$ cat src/sv/tccw_pkg.sv
`timescale 1ns / 1ps

package tccw_pkg;

    localparam int COLS         = 80;
    localparam int ROWS         = 25;
    localparam int MEM_CELLS    = 8192;
    localparam int SCREEN_CELLS = COLS * ROWS;
    localparam int QUEUE_DEPTH  = 2;

    localparam int CELL_W = $clog2(MEM_CELLS);
    localparam int COL_W  = $clog2(COLS + 1);
    localparam int ROW_W  = $clog2(ROWS);
    localparam int SCR_W  = $clog2(SCREEN_CELLS);
    localparam int CHK_W  = $clog2(MEM_CELLS + SCREEN_CELLS + COLS);
    localparam int QP_W   = $clog2(QUEUE_DEPTH);
    localparam int QC_W   = $clog2(QUEUE_DEPTH + 1);

    localparam logic [CELL_W-1:0] COLS_CELLS = CELL_W'(COLS);
    localparam logic [CELL_W-1:0] SCREEN_MOD = CELL_W'(SCREEN_CELLS % MEM_CELLS);

    localparam logic [15:0] BLANK_CELL      = 16'h0720;
    localparam logic [7:0]  CHAR_ATTR_RESET = 8'h07;

    localparam logic [7:0] CH_NUL = 8'h00;
    localparam logic [7:0] CH_ENQ = 8'h05;
    localparam logic [7:0] CH_BEL = 8'h07;
    localparam logic [7:0] CH_BS  = 8'h08;
    localparam logic [7:0] CH_HT  = 8'h09;
    localparam logic [7:0] CH_LF  = 8'h0A;
    localparam logic [7:0] CH_VT  = 8'h0B;
    localparam logic [7:0] CH_FF  = 8'h0C;
    localparam logic [7:0] CH_CR  = 8'h0D;
    localparam logic [7:0] CH_DEL = 8'h7F;

    typedef enum logic [3:0] {
        OP_READ,
        OP_NOP,
        OP_BEEP,
        OP_BS,
        OP_LF,
        OP_FF,
        OP_CR,
        OP_DEL,
        OP_PRINT
    } t_op;

    typedef struct packed {
        t_op               op;
        logic [7:0]        char_byte;
        logic              last_of_write;
        logic [CELL_W-1:0] read_cell;
    } t_cmd;

    typedef struct packed {
        logic [CELL_W-1:0] hw_cursor_cell;
        logic [CELL_W-1:0] window_start_cell;
        logic              beep_pulse;
        logic [15:0]       read_data;
    } t_out_item;

    function automatic logic [CELL_W-1:0] wrap_add(input logic [CELL_W-1:0] a,
                                                   input logic [CELL_W-1:0] d);
        logic [CELL_W:0] s;
        s = {1'b0, a} + {1'b0, d};
        if (s >= (CELL_W+1)'(MEM_CELLS)) begin
            s = s - (CELL_W+1)'(MEM_CELLS);
        end
        return s[CELL_W-1:0];
    endfunction

    function automatic logic [CELL_W-1:0] wrap_sub(input logic [CELL_W-1:0] a,
                                                   input logic [CELL_W-1:0] d);
        logic [CELL_W-1:0] r;
        if (a >= d) begin
            r = a - d;
        end else begin
            r = a + CELL_W'(MEM_CELLS) - d;
        end
        return r;
    endfunction

endpackage

$ cat src/sv/tccw_if.sv
`timescale 1ns / 1ps

interface tccw_in_if;
    logic                           valid;
    logic                           ready;
    logic                           mode;
    logic [7:0]                     char_byte;
    logic                           last_of_write;
    logic [tccw_pkg::CELL_W-1:0]    read_cell;

    modport source (output valid, mode, char_byte, last_of_write, read_cell, input ready);
    modport sink   (input valid, mode, char_byte, last_of_write, read_cell, output ready);
endinterface


$ cat src/sv/tccw_front.sv
`timescale 1ns / 1ps

module tccw_front (
    tccw_in_if.sink         i_item,
    input  logic            i_clearing,
    input  logic            i_q_ready,
    output logic            o_push,
    output tccw_pkg::t_cmd  o_cmd
);
    import tccw_pkg::*;

    t_op op;

    always_comb begin
        if (i_item.mode) begin
            op = OP_READ;
        end else begin
            case (i_item.char_byte)
                CH_NUL, CH_ENQ, CH_HT, CH_VT: op = OP_NOP;
                CH_BEL:  op = OP_BEEP;
                CH_BS:   op = OP_BS;
                CH_LF:   op = OP_LF;
                CH_FF:   op = OP_FF;
                CH_CR:   op = OP_CR;
                CH_DEL:  op = OP_DEL;
                default: op = OP_PRINT;
            endcase
        end
    end

    // nothing enters while the memory sweep after reset runs
    assign i_item.ready = i_q_ready && !i_clearing;
    assign o_push       = i_item.valid && i_item.ready;

    assign o_cmd.op            = op;
    assign o_cmd.char_byte     = i_item.char_byte;
    assign o_cmd.last_of_write = i_item.last_of_write;
    assign o_cmd.read_cell     = i_item.read_cell;

endmodule

$ cat src/flat_wrapper.sv
// flat-port wrapper written by rule: the top's interface ports become plain ports
module tccw_front_flat import tccw_pkg::*;
  (i_clearing, i_q_ready, o_push, o_cmd, i_item_valid, i_item_mode, i_item_char_byte, i_item_last_of_write, i_item_read_cell, i_item_ready);
  tccw_in_if i_item_i ();
  input  logic i_clearing;
  input  logic i_q_ready;
  output logic o_push;
  output tccw_pkg::t_cmd o_cmd;
  input wire logic [$bits(i_item_i.valid)-1:0] i_item_valid;
  input wire logic [$bits(i_item_i.mode)-1:0] i_item_mode;
  input wire logic [$bits(i_item_i.char_byte)-1:0] i_item_char_byte;
  input wire logic [$bits(i_item_i.last_of_write)-1:0] i_item_last_of_write;
  input wire logic [$bits(i_item_i.read_cell)-1:0] i_item_read_cell;
  output wire logic [$bits(i_item_i.ready)-1:0] i_item_ready;
  assign i_item_i.valid = i_item_valid;
  assign i_item_i.mode = i_item_mode;
  assign i_item_i.char_byte = i_item_char_byte;
  assign i_item_i.last_of_write = i_item_last_of_write;
  assign i_item_i.read_cell = i_item_read_cell;
  assign i_item_ready = i_item_i.ready;
  tccw_front u_core (.i_item(i_item_i), .i_clearing(i_clearing), .i_q_ready(i_q_ready), .o_push(o_push), .o_cmd(o_cmd));
endmodule
$ cat config.mk
export PLATFORM = sky130hd
export DESIGN_NAME = tccw_front_flat
export DESIGN_NICKNAME = d
export VERILOG_FILES = /design/src/sv/tccw_pkg.sv /design/src/sv/tccw_if.sv /design/src/sv/tccw_front.sv /design/src/flat_wrapper.sv
export SDC_FILE = /design/constraint.sdc
export NUM_CORES = 1
export LEC_CHECK = 0
export BUFFER_PORTS_ARGS = -buffer_cell sky130_fd_sc_hd__buf_2
export CAP_MARGIN = 10
export CORE_AREA = 2 2 39 41
export DETAILED_ROUTE_END_ITERATION = 10
export DIE_AREA = 0 0 41 43
export PLACE_DENSITY = 0.8
export SYNTH_ARGS = -nofsm -noshare
export SYNTH_HDL_FRONTEND = slang
export SYNTH_SLANG_ARGS = --single-unit
$ cat constraint.sdc
create_clock -name vclk -period 1.2
set_input_delay 0 -clock vclk [all_inputs]
set_output_delay 0 -clock vclk [all_outputs]
set_load 0.005 [all_outputs]
==> out/qor.yml <==
grt:
  grt_max_degree: 12
  grt_pass1_wl_um: 1210
  grt_util_all_layers_pct: 8.99
  grt_overflow: 0
  grt_pass1_vias: 315
  grt_antenna_before_repair: 0
critical_path:
  critPathLaunch: "i_item_char_byte[6]"
  cp-end-kind: "output port"
  cp.required_ps: 1200
  arrival_ps: 1250
  critPathMaxFanout: 4
  cp-start-kind: "input pin"
  critPathKind: "input pin to output port"
power:
  power_leakage_nw: 0.191
  powerDensity_nw_per_um2: 253
  ir_worst_vdd_mv: 0.0830
  total_power_mw: 0.106
final_layout:
  final_cell_mix: "24 x buf_2, 4 x nand2_1, 4 x nor2b_1"
  diodes: 0
  layout_commonest_cell: "buf_2"
  seqCellArea_sq_um: 0
  synthToLayoutAreaGrowth_pct: 0.603
  clock_buffers: 0
  drive_gt1_share_pct: 53.1
  n_fill_cell: 155
  final_nets: 92
  fin_area_sq_um: 418
  seq_cells: 0
  multi_input_area_sq_um: 229
cts:
  hold_buffers: 0
  postCtsSetupRepairBufs: 0
yosys:
  yosysSeqAreaShare_pct: 0
  synth_warnings: 0
  syn_nets: 86
  avgSynthCellArea_sq_um: 6.92
  synth.distinct_cells: 26
  synth_cells: 60
  netlist_area_sq_um: 415
placement:
  hpwl_um: 721
  gp_routability_congestion: 0.791
  io_buffers: 26
  place_area_sq_um: 395
  pre_cts_slack_ps: -91.4
floorplan:
  die_w_um: 41
  die_y_um: 43
  core_sq_um: 1380
  rows: 14
  initial_core_util_pct: 30.0
  die_area_sq_um: 1760
  num_io_pins: 54
timing:
  fin_tns_setup_ps: -85.3
  hold_viol_final: 0
  slew_violations: 0
  fmax_mhz: 797
  fin_crit_sh_pct: 105
  timing.slew.headroom_pct: 83.8
  fin_ws_ps: -54.8
  worst_pin_slew_ps: 243
  setup_viol: 2
  period_minus_slack_ps: 1250
  rsz0062_at_grt: "true"
drt:
  drtIter0Drc: 2
  vias_per_cell: 4.86
  vias: 389
  wl_per_cell_um: 10.7
  routed_wirelength_um: 859
  drc_errors: 0
  firstDrtPassIters: 4
  ant_nets: 0
run:
  max_cap_violations: 0
min_path:
  hp-class: "input pin to output port"
  min-delay-start: "i_item_read_cell[0]"
status:
  outcome: "finished with violations"
  violations: "setup timing"
[power breakdown]
group          internal, mW  switching [mW]
clock                     0               0
sequential                0               0
combinational        0.0531          0.0528
total                0.0531          0.0528
[worst max-delay path, cell delays in order]
cell and delay (ps):
buf_6 90, or4_4 560, nor2_4 140, o2111ai_2 130, and4b_1 200, buf_2 120
[cells by family after synthesis]
group	count (synthesis)	synth area share, %
buffers and inverters	26	47.3
and+or+nand+nor	25	38.0
AOI/OAI and AO/OA	9	14.8
[cell type report]
| cell class | count | share of cell area, % |
|---|---|---|
| inverters | 1 | 0.898 |
| well taps | 16 | 4.79 |
| repair buffers | 29 | 39.5 |
| multi-input cells | 34 | 54.8 |
[per-layer routing]
metal  routed length (um)  part of all wire (%)  global-route usage (%)  vias up
met4                    2                  0.23                    2.00        0
met5                    0                     0                       0        -
met2                  428                    50                    15.3       21
met3                  122                    14                    1.05        2
met1                  305                    36                    11.4      169
li1                     -                     -                       -      197
[metrics by stage]
| stage | util, % | hold WS [ps] | instances |
|---|---|---|---|
| 2_1_floorplan | - | 27.6 | 60 |
| 3_3_place_gp | 28.6 | 0.0346 | 80 |
| 3_5_place_dp | 28.6 | 0.0346 | 80 |
| 4_1_cts | 29.9 | 0.0346 | 80 |
| 5_1_grt | 30.2 | 0.00796 | 80 |
| 6_report | 30.2 | 0.00185 | 80 |
[Yosys cell counts (all sizes together)]
| master | n | area [sq um] |
|---|---|---|
| o2bb2ai | 1 | 8.76 |
| nand3b | 1 | 7.51 |
| a21oi | 3 | 15.0 |
| nor4 | 3 | 25.0 |
| nor2b | 4 | 25.0 |
| or4 | 1 | 11.3 |
| nand2 | 4 | 15.0 |
| inv | 1 | 3.75 |
| nand3 | 2 | 10.0 |
| nor2 | 4 | 22.5 |
| and2 | 1 | 6.26 |
| o32ai | 1 | 8.76 |
| a311oi | 1 | 8.76 |
| and4b | 1 | 10.0 |
| a31oi | 1 | 6.26 |
| clkbuf | 1 | 5.00 |
| buf | 24 | 188 |
| nor3 | 1 | 5.00 |
| or2b | 1 | 7.51 |
| o21ai | 1 | 5.00 |
| and3 | 1 | 6.26 |
| o2111ai | 1 | 8.76 |
| nand2b | 1 | 6.26 |
[worst paths after layout]
check / to / slack (ps) / cells after the start
max: o_cmd[25] / -50 / 6
min: o_cmd[0] / 0.002 / 0
[what timing repair did]
item / 4_1_cts / 5_1_grt
gates cloned: 0 / 0
setup endpoints to repair: 3 / 4
pin swaps: 5 / 1
gates resized for setup: 3 / 1
(Power assumes the default switching activity.)
