**config.mk**
```make
export PLATFORM = sky130hd
export DESIGN_NAME = tccw_queue
export DESIGN_NICKNAME = d
export VERILOG_FILES = /design/src/sv/tccw_pkg.sv /design/src/sv/tccw_queue.sv
export SDC_FILE = /design/constraint.sdc
export NUM_CORES = 1
export LEC_CHECK = 0
export ABC_AREA = 1
export BUFFER_PORTS_ARGS = -buffer_cell sky130_fd_sc_hd__clkbuf_2
export CORE_MARGIN = 2
export CORE_UTILIZATION = 45
export CTS_CLUSTER_DIAMETER = 60
export DETAILED_ROUTE_END_ITERATION = 16
export GPL_TIMING_DRIVEN = 0
export PLACE_DENSITY = 0.81
export REMOVE_ABC_BUFFERS = 1
export SYNTH_ARGS = -nofsm -noshare
export SYNTH_HDL_FRONTEND = slang
export SYNTH_SLANG_ARGS = --single-unit
```
**constraint.sdc**
```tcl
create_clock -name i_clk -period 2.6 [get_ports i_clk]
set_input_delay 0.52 -clock i_clk [delete_from_list [all_inputs] [get_ports i_clk]]
set_output_delay 0.52 -clock i_clk [all_outputs]
set_load 0.005 [all_outputs]
```
**src/sv/tccw_pkg.sv**
```systemverilog
`timescale 1ns / 1ps

package tccw_pkg;

    localparam int COLS         = 80;
    localparam int ROWS         = 25;
    localparam int MEM_CELLS    = 8192;
    localparam int SCREEN_CELLS = COLS * ROWS;
    localparam int QUEUE_DEPTH  = 2;

    localparam int CELL_W = $clog2(MEM_CELLS);
    localparam int COL_W  = $clog2(COLS + 1);
    localparam int ROW_W  = $clog2(ROWS);
    localparam int SCR_W  = $clog2(SCREEN_CELLS);
    localparam int CHK_W  = $clog2(MEM_CELLS + SCREEN_CELLS + COLS);
    localparam int QP_W   = $clog2(QUEUE_DEPTH);
    localparam int QC_W   = $clog2(QUEUE_DEPTH + 1);

    localparam logic [CELL_W-1:0] COLS_CELLS = CELL_W'(COLS);
    localparam logic [CELL_W-1:0] SCREEN_MOD = CELL_W'(SCREEN_CELLS % MEM_CELLS);

    localparam logic [15:0] BLANK_CELL      = 16'h0720;
    localparam logic [7:0]  CHAR_ATTR_RESET = 8'h07;

    localparam logic [7:0] CH_NUL = 8'h00;
    localparam logic [7:0] CH_ENQ = 8'h05;
    localparam logic [7:0] CH_BEL = 8'h07;
    localparam logic [7:0] CH_BS  = 8'h08;
    localparam logic [7:0] CH_HT  = 8'h09;
    localparam logic [7:0] CH_LF  = 8'h0A;
    localparam logic [7:0] CH_VT  = 8'h0B;
    localparam logic [7:0] CH_FF  = 8'h0C;
    localparam logic [7:0] CH_CR  = 8'h0D;
    localparam logic [7:0] CH_DEL = 8'h7F;

    typedef enum logic [3:0] {
        OP_READ,
        OP_NOP,
        OP_BEEP,
        OP_BS,
        OP_LF,
        OP_FF,
        OP_CR,
        OP_DEL,
        OP_PRINT
    } t_op;

    typedef struct packed {
        t_op               op;
        logic [7:0]        char_byte;
        logic              last_of_write;
        logic [CELL_W-1:0] read_cell;
    } t_cmd;

    typedef struct packed {
        logic [CELL_W-1:0] hw_cursor_cell;
        logic [CELL_W-1:0] window_start_cell;
        logic              beep_pulse;
        logic [15:0]       read_data;
    } t_out_item;

    function automatic logic [CELL_W-1:0] wrap_add(input logic [CELL_W-1:0] a,
                                                   input logic [CELL_W-1:0] d);
        logic [CELL_W:0] s;
        s = {1'b0, a} + {1'b0, d};
        if (s >= (CELL_W+1)'(MEM_CELLS)) begin
            s = s - (CELL_W+1)'(MEM_CELLS);
        end
        return s[CELL_W-1:0];
    endfunction

    function automatic logic [CELL_W-1:0] wrap_sub(input logic [CELL_W-1:0] a,
                                                   input logic [CELL_W-1:0] d);
        logic [CELL_W-1:0] r;
        if (a >= d) begin
            r = a - d;
        end else begin
            r = a + CELL_W'(MEM_CELLS) - d;
        end
        return r;
    endfunction

endpackage

```
**src/sv/tccw_queue.sv**
```systemverilog
`timescale 1ns / 1ps

module tccw_queue (
    input  logic            i_clk,
    input  logic            i_rst_n,
    input  logic            i_push,
    input  tccw_pkg::t_cmd  i_cmd,
    output logic            o_ready,
    output logic            o_valid,
    output tccw_pkg::t_cmd  o_cmd,
    input  logic            i_pop
);
    import tccw_pkg::*;

    t_cmd            r_slot [QUEUE_DEPTH];
    logic [QP_W-1:0] r_wr_ptr, n_wr_ptr;
    logic [QP_W-1:0] r_rd_ptr, n_rd_ptr;
    logic [QC_W-1:0] r_count, n_count;
    logic            do_push, do_pop;

    assign o_ready = r_count < QC_W'(QUEUE_DEPTH);
    assign o_valid = r_count != '0;
    assign o_cmd   = r_slot[r_rd_ptr];
    assign do_push = i_push && o_ready;
    assign do_pop  = i_pop && o_valid;

    always_comb begin
        n_wr_ptr = r_wr_ptr;
        n_rd_ptr = r_rd_ptr;
        n_count  = r_count;
        if (do_push) begin
            n_wr_ptr = (r_wr_ptr == QP_W'(QUEUE_DEPTH - 1)) ? '0 : r_wr_ptr + 1'b1;
        end
        if (do_pop) begin
            n_rd_ptr = (r_rd_ptr == QP_W'(QUEUE_DEPTH - 1)) ? '0 : r_rd_ptr + 1'b1;
        end
        if (do_push && !do_pop) begin
            n_count = r_count + 1'b1;
        end else if (do_pop && !do_push) begin
            n_count = r_count - 1'b1;
        end
    end

    always_ff @(posedge i_clk) begin
        if (!i_rst_n) begin
            r_wr_ptr <= '0;
            r_rd_ptr <= '0;
            r_count  <= '0;
        end else begin
            r_wr_ptr <= n_wr_ptr;
            r_rd_ptr <= n_rd_ptr;
            r_count  <= n_count;
        end
    end

    always_ff @(posedge i_clk) begin
        if (do_push) begin
            r_slot[r_wr_ptr] <= i_cmd;
        end
    end

endmodule

```
==> impl_results.html <==
<table>
<tr><th>Metric</th><th>Value</th></tr>
<tr><th colspan="2">Status</th></tr>
<tr><td>Result of the run</td><td>finished, final reports clean</td></tr>
<tr><th colspan="2">Placement</th></tr>
<tr><td>Final RePlAce weighted congestion</td><td>0.712</td></tr>
<tr><td>Number of instances in the placed design</td><td>239</td></tr>
<tr><td>Number of I/O port buffers</td><td>57</td></tr>
<tr><td>Half-perimeter wire length after placement</td><td>2310 um</td></tr>
<tr><th colspan="2">Worst hold path</th></tr>
<tr><td>Hold Path Depth</td><td>1</td></tr>
<tr><td>Class of the most critical hold timing path</td><td>in2reg</td></tr>
<tr><th colspan="2">Clock network</th></tr>
<tr><td>TritonCTS clock tree</td><td>done</td></tr>
<tr><td>Clock latency of the later-clocked register in the worst-skew pair</td><td>0.32 ns</td></tr>
<tr><td>Total clock sinks</td><td>57</td></tr>
<tr><td>Root buffer cell</td><td>clkbuf_8</td></tr>
<tr><td>CTS clock-pin slew for the worst setup and hold paths</td><td>0.06 ns</td></tr>
<tr><td>Post-CTS Hold Buffers</td><td>0</td></tr>
<tr><td>Inserted Clock Buffers</td><td>9</td></tr>
<tr><td>Number of levels in the clock H-tree</td><td>3</td></tr>
<tr><td>Number of buffers between clock root and the deepest sink</td><td>2</td></tr>
<tr><td>CTS-repair resized insts</td><td>0</td></tr>
<tr><td>Setup repair bufs after CTS</td><td>0</td></tr>
<tr><th colspan="2">STA</th></tr>
<tr><td>Setup repair after global routing missed its margin</td><td>false</td></tr>
<tr><td>Final setup violation count</td><td>0</td></tr>
<tr><td>Worst-Margin Slew</td><td>0.817 ns</td></tr>
<tr><td>Time the worst path needs with I/O delays and setup</td><td>2.24 ns</td></tr>
<tr><td>Final Skew</td><td>0.00498 ns</td></tr>
<tr><td>Number of hold violations in the final report</td><td>0</td></tr>
<tr><td>Headroom to the max-slew limit</td><td>45.5%</td></tr>
<tr><td>Number of max-slew violations in the final report</td><td>0</td></tr>
<tr><td>Fmax</td><td>0.447 GHz</td></tr>
<tr><td>TNS Setup</td><td>0 ns</td></tr>
<tr><td>Final worst-path cycle share</td><td>86.0%</td></tr>
<tr><th colspan="2">Yosys</th></tr>
<tr><td>Flip-flop and latch count after synthesis</td><td>57</td></tr>
<tr><td>Cell type with the largest total area after synthesis</td><td>edfxtp_1</td></tr>
<tr><td>Largest cells by area after synthesis</td><td>edfxtp_1 71%, mux2_4 14%, dfxtp_1 4.5%, mux2_2 3.1%, buf_12 1.8%</td></tr>
<tr><td>Average cell area after synthesis</td><td>19.1 um2</td></tr>
<tr><td>Synthesis Warnings</td><td>0</td></tr>
<tr><td>Sequential fraction of the synthesis area</td><td>75.0%</td></tr>
<tr><td>Syn Std Cell Area</td><td>0.00221 mm2</td></tr>
<tr><td>Mapped Cells</td><td>116</td></tr>
<tr><td>Share of Yosys cell area claimed by the top area cell type</td><td>70.5%</td></tr>
<tr><td>Count of different cell masters after synthesis</td><td>15</td></tr>
<tr><th colspan="2">Power and ir drop</th></tr>
<tr><td>Post-layout total power</td><td>2.64 mW</td></tr>
<tr><td>Cell area power density</td><td>961 mW/mm2</td></tr>
<tr><td>IR Drop Worst-Case VDD</td><td>0.453 mV</td></tr>
<tr><td>Leakage power figure</td><td>1.12 nW</td></tr>
<tr><th colspan="2">Global route</th></tr>
<tr><td>Wire length of the first global-routing pass</td><td>4970 um</td></tr>
<tr><td>Vias in the first global route</td><td>1,130</td></tr>
<tr><td>Global-route congestion overflow total</td><td>0</td></tr>
<tr><td>Number of antenna violations at the first check in global routing</td><td>0</td></tr>
<tr><td>Maximum number of pins on one net before global-route repair</td><td>27</td></tr>
<tr><td>Total global-route track usage</td><td>13.2%</td></tr>
<tr><th colspan="2">Final layout</th></tr>
<tr><td># fillers</td><td>382</td></tr>
<tr><td>Number of standard cells in the layout, taps in and fillers out</td><td>254</td></tr>
<tr><td>Diode insertion count for antenna repair</td><td>0</td></tr>
<tr><td>Layout cells sized above 1</td><td>52.9%</td></tr>
<tr><td>Nets</td><td>214</td></tr>
<tr><td>Synth-to-layout area growth</td><td>23.8%</td></tr>
<tr><th colspan="2">Setup path</th></tr>
<tr><td>Cell depth of the worst flop-to-flop path</td><td>4</td></tr>
<tr><td>CP arrival</td><td>1.72 ns</td></tr>
<tr><td>Flop2flop setup slack</td><td>0.85 ns</td></tr>
<tr><td>Critical path class</td><td>reg2out</td></tr>
<tr><td>Maximum cell stage delay along the critical path</td><td>0.86 ns</td></tr>
<tr><td>Worst reg2reg path endpoint</td><td>r_slot[1][10]</td></tr>
<tr><td>Crit Reg-Reg Startpoint</td><td>r_count[1]</td></tr>
<tr><td>WP data required</td><td>2.08 ns</td></tr>
<tr><td>Critical Path Fanout Max</td><td>26</td></tr>
<tr><td>Ordered cell list for the critical path</td><td>mux2_2 -&gt; clkbuf_2</td></tr>
<tr><td>Slowest stage cell, crit path</td><td>dfxtp_2</td></tr>
<tr><td>Capturing element type of the critical path</td><td>output port</td></tr>
<tr><td>Endpoint of the most critical setup path</td><td>o_cmd[5]</td></tr>
<tr><td>Element type at the critical path start</td><td>register</td></tr>
<tr><th colspan="2">Detailed routing</th></tr>
<tr><td>Remaining routing DRC violations</td><td>0</td></tr>
<tr><td>Via-per-instance ratio</td><td>4.57</td></tr>
<tr><td>Iter 0 DRT Violations</td><td>86</td></tr>
<tr><td>Final antenna-violating net count</td><td>0</td></tr>
<tr><td>Routed length per placed instance</td><td>13.7 um</td></tr>
<tr><td>Length of the first detailed-routing pass in iterations</td><td>4</td></tr>
<tr><td>Via count of the routed design</td><td>1,160</td></tr>
<tr><td>Total wire length after detailed routing</td><td>3470 um</td></tr>
<tr><th colspan="2">Floorplan</th></tr>
<tr><td>Die Footprint</td><td>0.00550 mm2</td></tr>
<tr><td>Initial cell density of the core</td><td>46.9%</td></tr>
<tr><td>Core Box Area</td><td>0.00472 mm2</td></tr>
<tr><td>Horizontal die dimension</td><td>74.2 um</td></tr>
<tr><td>Floorplan row count</td><td>25</td></tr>
<tr><td>Count of pins on the block boundary</td><td>58</td></tr>
<tr><td>Die height</td><td>74.2 um</td></tr>
<tr><th colspan="2">Job</th></tr>
<tr><td>Number of max-cap violations</td><td>0</td></tr>
</table>
==> area by class of cell <==
| class | count | area (um2) | area share, % |
|---|---|---|---|
| Clock inverter | 6 | 50.0 | 1.82 |
| Sequential cell | 57 | 1660 | 60.6 |
| Tap cell | 67 | 83.8 | 3.06 |
| Timing Repair Buffer | 59 | 315 | 11.5 |
| Multi-Input combinational cell | 48 | 477 | 17.4 |
| Clock buffer | 9 | 124 | 4.52 |
| Inverter | 8 | 30.0 | 1.09 |
==> synth_stat cells (all sizes together) <==
master	n
a21oi	2
buf	3
dfxtp	5
edfxtp	52
ha	1
inv	8
mux2	26
nand2	8
nand3	1
nand4	1
nor2	6
o21a	1
o21ai	2
==> worst min-delay path by stage <==
| stage | endpoint | slack, ns | startpoint |
|---|---|---|---|
| floorplan | r_wr_ptr | 0.46 | r_wr_ptr |
| global placement | r_wr_ptr | 0.47 | r_wr_ptr |
| detailed placement | register | 0.49 | r_rd_ptr |
| CTS | r_slot[1][25] | 0.37 | i_cmd[25] |
| global route | r_slot[0][22] | 0.37 | i_cmd[22] |
| finish | r_slot[0][10] | 0.39 | i_cmd[10] |
==> cell families (layout without fill, tap and decap cells) <==
| logic type | Yosys count | in the layout | share of synthesized area (%) |
|---|---|---|---|
| adders and majority gates | 1 | 1 | 0.565 |
| and+or+nand+nor | 16 | 16 | 2.88 |
| AOI/OAI and AO/OA | 5 | 5 | 1.24 |
| muxes | 26 | 26 | 16.6 |
| buffers and inverters | 11 | 82 | 3.67 |
| DFF | 57 | 57 | 75.0 |
==> metrics by stage <==
step	util (%)	cell area [um2]	setup slack, ns	hold slack [ns]
floorplan	-	2160	0.457	0.459
global route	58.1	2740	0.263	0.367
finish	58.1	2740	0.364	0.388
global placement	53.6	2530	-0.203	0.467
detailed placement	54.4	2570	0.661	0.488
CTS	58.1	2740	0.314	0.368
==> power breakdown <==
| group | internal (mW) | switching (mW) | leakage (nW) |
|---|---|---|---|
| logic | 0.354 | 0.269 | 0.501 |
| clock network | 0.422 | 0.308 | 0.0890 |
| registers | 1.18 | 0.103 | 0.526 |
| total | 1.96 | 0.680 | 1.12 |
==> flip-flops by register name, summed over array words and instances (netlist names), named ones only <==
signal    flops
r_slot       52
r_count       2
r_rd_ptr      1
r_wr_ptr      1
==> cell usage in the layout, fill, tap and decap left out <==
cell | Yosys | final
a21oi_1 | 2 | 2
mux2_2 | 6 | 6
dfxtp_1 | 5 | 4
o21ai_0 | 2 | 2
nand2_1 | 8 | 8
clkbuf_8 | 0 | 9
buf_8 | 0 | 2
ha_1 | 1 | 1
mux2_4 | 20 | 20
inv_1 | 8 | 8
o21a_1 | 1 | 1
edfxtp_1 | 52 | 52
dfxtp_2 | 0 | 1
bufinv_16 | 0 | 1
clkinv_1 | 0 | 4
clkinv_2 | 0 | 1
clkbuf_2 | 0 | 57
nand3_1 | 1 | 1
nand4_1 | 1 | 1
nor2_2 | 0 | 2
nor2_1 | 6 | 4
==> metal layers <==
metal	share of wire (%)	up-vias	routed length (um)	GRT usage, %
met5	0	-	0	0
met1	39	554	1360	13.3
met3	6.4	3	223	5.83
li1	-	565	-	-
met2	54	38	1860	21.9
met4	0.72	0	25	8.69
==> critical path, delay by kind of cell (launching register included) <==
family	cells	cell delay, ns
buffers and inverters	1	0.12
DFF	1	0.86
muxes	1	0.41
Note: power is estimated with default switching activity, not from simulation.
